**src/rtl/ncc_pkg.sv**
```systemverilog
// ---------------------------------------------------------------------------
// Nearest centroid classifier package
// Shared sizes, operation and status codes, and the request record that
// travels down the chain of class cells.
// ---------------------------------------------------------------------------
package ncc_pkg;

  // Table size: one cell per class slot, one stored element per band.
  localparam int NUM_CLASSES = 16;
  localparam int NUM_BANDS   = 8;

  // Fixed field widths of the request and result.
  localparam int SLOT_W  = 4;
  localparam int BAND_W  = 3;
  localparam int DATA_W  = 16;
  localparam int SQ_W    = 34;
  localparam int DIST_W  = 35;
  localparam int CFG_W   = 4;
  localparam int STAT_W  = 2;

  // Largest usable band count and the value the band register resets to.
  localparam logic [CFG_W-1:0] BANDS_LIMIT = (NUM_BANDS < 8) ? CFG_W'(NUM_BANDS) : CFG_W'(8);
  localparam logic [CFG_W-1:0] BANDS_RESET = CFG_W'(8);

  // Operation codes on the request channel.
  localparam logic [1:0] OP_WRITE  = 2'd0;
  localparam logic [1:0] OP_RETIRE = 2'd1;
  localparam logic [1:0] OP_SAMPLE = 2'd2;

  // Result status codes.
  localparam logic [STAT_W-1:0] STATUS_OK       = 2'd0;
  localparam logic [STAT_W-1:0] STATUS_BAD_PIX  = 2'd1;
  localparam logic [STAT_W-1:0] STATUS_NO_CLASS = 2'd2;

  // Request record handed from cell to cell. The best-match fields collect
  // the running minimum; sq carries a cell's own square to its second stage.
  typedef struct packed {
    logic                     is_wr;
    logic                     is_ret;
    logic                     is_smp;
    logic [SLOT_W-1:0]        slot;
    logic signed [DATA_W-1:0] label;
    logic [BAND_W-1:0]        band;
    logic signed [DATA_W-1:0] value;
    logic                     smp_ok;
    logic                     first;
    logic                     last;
    logic                     bad;
    logic                     found;
    logic signed [DATA_W-1:0] best_label;
    logic [DIST_W-1:0]        best_dist;
    logic [SQ_W-1:0]          sq;
  } req_t;

endpackage

```
**src/rtl/ncc_cell.sv**
```systemverilog
// ---------------------------------------------------------------------------
// Nearest centroid class cell
// Holds one class slot (centroid vector, label, in-use flag, running
// distance). Stage one squares the difference, stage two accumulates and
// updates the running minimum before handing the request on.
// ---------------------------------------------------------------------------
module ncc_cell
  import ncc_pkg::*;
(
  input  logic              clk,
  input  logic              rst_n,
  input  logic              adv,
  input  logic [SLOT_W-1:0] cell_id,
  input  logic              in_vld,
  input  req_t              in_req,
  output logic              out_vld,
  output req_t              out_req
);

  logic signed [DATA_W-1:0] cent_r [NUM_BANDS];
  logic signed [DATA_W-1:0] label_r;
  logic                     use_r;
  logic [DIST_W-1:0]        acc_r;

  logic mid_vld_r;
  req_t mid_req_r;
  logic out_vld_r;
  req_t out_req_r;

  logic                     hit_a;
  logic signed [DATA_W-1:0] cent_rd;
  logic signed [DATA_W:0]   diff;
  logic signed [SQ_W-1:0]   prod;
  req_t                     req_a_nxt;

  logic                     hit_b;
  logic [DIST_W-1:0]        acc_base;
  logic [DIST_W:0]          sum;
  logic [DIST_W-1:0]        acc_nxt;
  logic                     better;
  req_t                     req_b_nxt;

  // Stage one: fetch this slot's element for the band and square the difference.
  always_comb begin
    hit_a     = in_req.slot == cell_id;
    cent_rd   = cent_r[in_req.band];
    diff      = {in_req.value[DATA_W-1], in_req.value} - {cent_rd[DATA_W-1], cent_rd};
    prod      = diff * diff;
    req_a_nxt = in_req;
    req_a_nxt.sq = prod;
  end

  always_ff @(posedge clk) begin
    if (!rst_n) begin
      mid_vld_r <= 1'b0;
    end else if (adv) begin
      mid_vld_r <= in_vld;
    end
  end

  always_ff @(posedge clk) begin
    if (adv) begin
      mid_req_r <= req_a_nxt;
      if (in_vld && in_req.is_wr && hit_a) begin
        cent_r[in_req.band] <= in_req.value;
      end
    end
  end

  // Stage two: accumulate with saturation and fold into the running minimum.
  always_comb begin
    hit_b    = mid_req_r.slot == cell_id;
    acc_base = mid_req_r.first ? '0 : acc_r;
    sum      = {1'b0, acc_base} +
               {{(DIST_W + 1 - SQ_W){1'b0}}, (mid_req_r.smp_ok ? mid_req_r.sq : {SQ_W{1'b0}})};
    acc_nxt  = sum[DIST_W] ? {DIST_W{1'b1}} : sum[DIST_W-1:0];
    better   = use_r && (!mid_req_r.found || (acc_nxt < mid_req_r.best_dist));
    req_b_nxt = mid_req_r;
    if (mid_req_r.is_smp && mid_req_r.last && better) begin
      req_b_nxt.found      = 1'b1;
      req_b_nxt.best_dist  = acc_nxt;
      req_b_nxt.best_label = label_r;
    end
  end

  always_ff @(posedge clk) begin
    if (!rst_n) begin
      out_vld_r <= 1'b0;
      use_r     <= 1'b0;
      acc_r     <= '0;
    end else if (adv) begin
      out_vld_r <= mid_vld_r;
      if (mid_vld_r) begin
        if (mid_req_r.is_wr && hit_b) begin
          use_r <= 1'b1;
        end else if (mid_req_r.is_ret && hit_b) begin
          use_r <= 1'b0;
        end
        if (mid_req_r.is_smp) begin
          acc_r <= acc_nxt;
        end
      end
    end
  end

  always_ff @(posedge clk) begin
    if (adv) begin
      out_req_r <= req_b_nxt;
      if (mid_vld_r && mid_req_r.is_wr && hit_b) begin
        label_r <= mid_req_r.label;
      end
    end
  end

  assign out_vld = out_vld_r;
  assign out_req = out_req_r;

endmodule

```
**config.mk**
```make
export PLATFORM = sky130hd
export DESIGN_NAME = ncc_cell
export DESIGN_NICKNAME = d
export VERILOG_FILES = /design/src/rtl/ncc_pkg.sv /design/src/rtl/ncc_cell.sv
export SDC_FILE = /design/constraint.sdc
export NUM_CORES = 1
export LEC_CHECK = 0
export BUFFER_PORTS_ARGS = -buffer_cell sky130_fd_sc_hd__clkbuf_2
export CORE_UTILIZATION = 60
export CTS_CLUSTER_SIZE = 40
export DETAILED_ROUTE_END_ITERATION = 16
export PLACE_DENSITY = 0.81
export SYNTH_ARGS = -nofsm -noshare
export SYNTH_HDL_FRONTEND = slang
export SYNTH_SLANG_ARGS = --single-unit
```
**constraint.sdc**
```tcl
create_clock -name clk -period 26.9 [get_ports clk]
set_input_delay 0 -clock clk [delete_from_list [all_inputs] [get_ports clk]]
set_output_delay 0 -clock clk [all_outputs]
set_load 0.1 [all_outputs]
```
==> impl_metrics.yaml <==
status:
  status: "finished, final reports clean"
detailed_routing:
  drt_iter0_drc: 1466
  drc: 0
  drtPass1Iterations: 5
  wirelength_um: 66700
  vias: 19400
  wl_per_cell_um: 19.8
  ant_nets: 0
  viasPerCell: 5.77
synth:
  ys_warn_count: 0
  synthCells: 2378
  ys_seq_area_frac: 0.446
  syn_area_um2: 29000
  yosysTopAreaCell: "edfxtp_1"
  synthTopCellsByArea: "edfxtp_1 42%, fa_1 19%, ha_1 7.2%"
  syn_nets: 2957
  netlist.area_leader.share: 0.420
  async_reset_ff_frac: 0
  synth-edff-count: 406
  synth_flop_cell: "edfxtp_1"
  ys_ff_latch: 444
  avgSynthCellArea_um2: 12.2
  synthDistinctLibCells: 82
timing:
  worst_pin_slew_ns: 1.14
  fmax_ghz: 0.0906
  hold_viol: 0
  slew_violations: 0
  slew-limit-headroom: 0.235
  rsz0062_at_grt: "no"
  tns_ns: 0
  finClkSkew_ns: 0.0209
  whs_ns: 0.0139
  fin_crit_ns: 11.03
  fin_crit_sh: 0.410
  finalSetupViolCount: 0
floorplan:
  initial_core_util: 0.608
  die-area_um2: 49200
  fp.coreArea_um2: 47700
  dieHeight_um: 222
  pin_count: 273
  die_w_um: 222
  std_cell_rows: 80
global_route:
  grt_pass1_vias: 21000
  antenna_found_initial: 0
  grt_max_degree: 107
  grt_util_all_layers: 0.276
  grt_pass1_wl_um: 107000
  grt-ovfl-total: 0
setup_path:
  required_ns: 27.26
  cp-end-kind: "register"
  startpoint_type: "input pin"
  critPathArrivalTime_ns: 11.39
  startpoint: "in_req[106]"
  rr_startpoint: "cent_r[5][2]"
  crit_type: "input pin to register"
  slowest_stage: "and3b_1"
  cp_max_fo: 17
  slowest_delay_ns: 0.83
final_layout:
  nets: 3290
  num-fill-cells: 3159
  antenna_cells: 0
  layout.cells.most_common: "edfxtp_1"
  mostFrequentLayoutCells: "406 x edfxtp_1, 376 x inv_1, 271 x fa_1, 236 x clkbuf_2, 168 x ha_1"
  drive_gt1_frac: 0.151
  area_growth_pct: 14.7
job:
  cap_violations: 0
min_path:
  hold_path.class: "input pin to register"
  hold_path.startpoint: "adv"
clock_tree:
  cts_tree: "done"
  htree_levels: 2
  clock_path_buffers: 3
  cts.sinks: 444
  ctsResizeCount: 0
  cts_setup_buffers: 0
  hold_buffers: 100
  clk_pin_slew_ns: 0.06
  root_buffer: "clkbuf_16"
  cts_made_buffers: 46
  clock_latency_ns: 0.59
placement:
  hpwl_um: 45500
  routabilityCongestion: 0.927
  portBuffers: 237
-- cells by family (layout without fill, tap and decap cells) --
logic type                 after synthesis  after routing  share of synthesized area
DFF                                    444            444                      0.446
AOI/OAI and AO/OA                      325            325                     0.0787
adders and majority gates              439            439                      0.259
muxes                                   57             57                     0.0275
and+or+nand+nor                        566            566                     0.0968
other                                    1              1                   0.000129
xor gates and xnor gates                89             89                     0.0269
buffers and inverters                  457            827                     0.0641
-- area by class of cell --
class	instances	area, um^2	area share
tap	615	769	0.0231
multi-input combinational	1477	14200	0.428
inverter	381	1430	0.0430
clock buffer	59	1220	0.0366
clock inverter	26	290	0.00872
timing repair buffer	361	2380	0.0714
sequential	444	13000	0.389
-- metal layers --
layer  wire, um  GRT usage  vias to the layer above
met2      34100      0.491                      804
met1      25400      0.330                     9650
met5          0          0                        -
met4       2840      0.126                        0
met3       4380     0.0427                      200
li1           -          -                     8749
-- registers in the layout (all words and copies together) (netlist names) --
name / cells
out_vld: 1
acc_r: 35
mid_vld_r: 1
label_r: 16
out_req: 131
cent_r: 128
mid_req_r: 131
use_r: 1
-- critical path: cells and delay by family --
family	cells	cell delay (ns)
xor gates and xnor gates	2	1.08
buffers and inverters	8	1.55
adders and majority gates	8	3.78
AOI/OAI and AO/OA	11	2.75
and+or+nand+nor	7	2.21
-- stage by stage --
step                      worst slack, ns   util  area [um^2]  cells
after floorplan                     17.76      -        29000   2378
after detailed placement            16.09  0.644        30800   3177
after global routing                15.26  0.697        33300   3363
after CTS                           16.06  0.697        33300   3362
final                               15.87  0.697        33300   3363
after global placement              16.20  0.644        30800   3177
-- worst paths after layout --
| path | to | slack [ns] | depth (start not counted) |
|---|---|---|---|
| worst max-delay path | mid_req_r[33] | 15.87 | 36 |
| worst min-delay path | out_req[100] | 0.01 | 1 |
| worst max register to register | mid_req_r[33] | 16.56 | 33 |
| worst min register to register | out_req[95] | 0.42 | 0 |
-- cell usage after synthesis, drive strengths merged, types with 21 or more instances --
master and count:
a21o 37, a21oi 65, a22oi 35, and2 62, and3 28, buf 21, clkbuf 55, dfxtp 38
edfxtp 406, fa 271, ha 168, inv 378, mux2 46, nand2 140, nand3 30, nor2 140
nor2b 45, nor3 47, o21ai 60, or2 21, xnor2 63, xor2 26
Power is left out: the tool's default activity adds up to more than one toggle a clock period on the data nets, which glitch-free logic cannot reach.
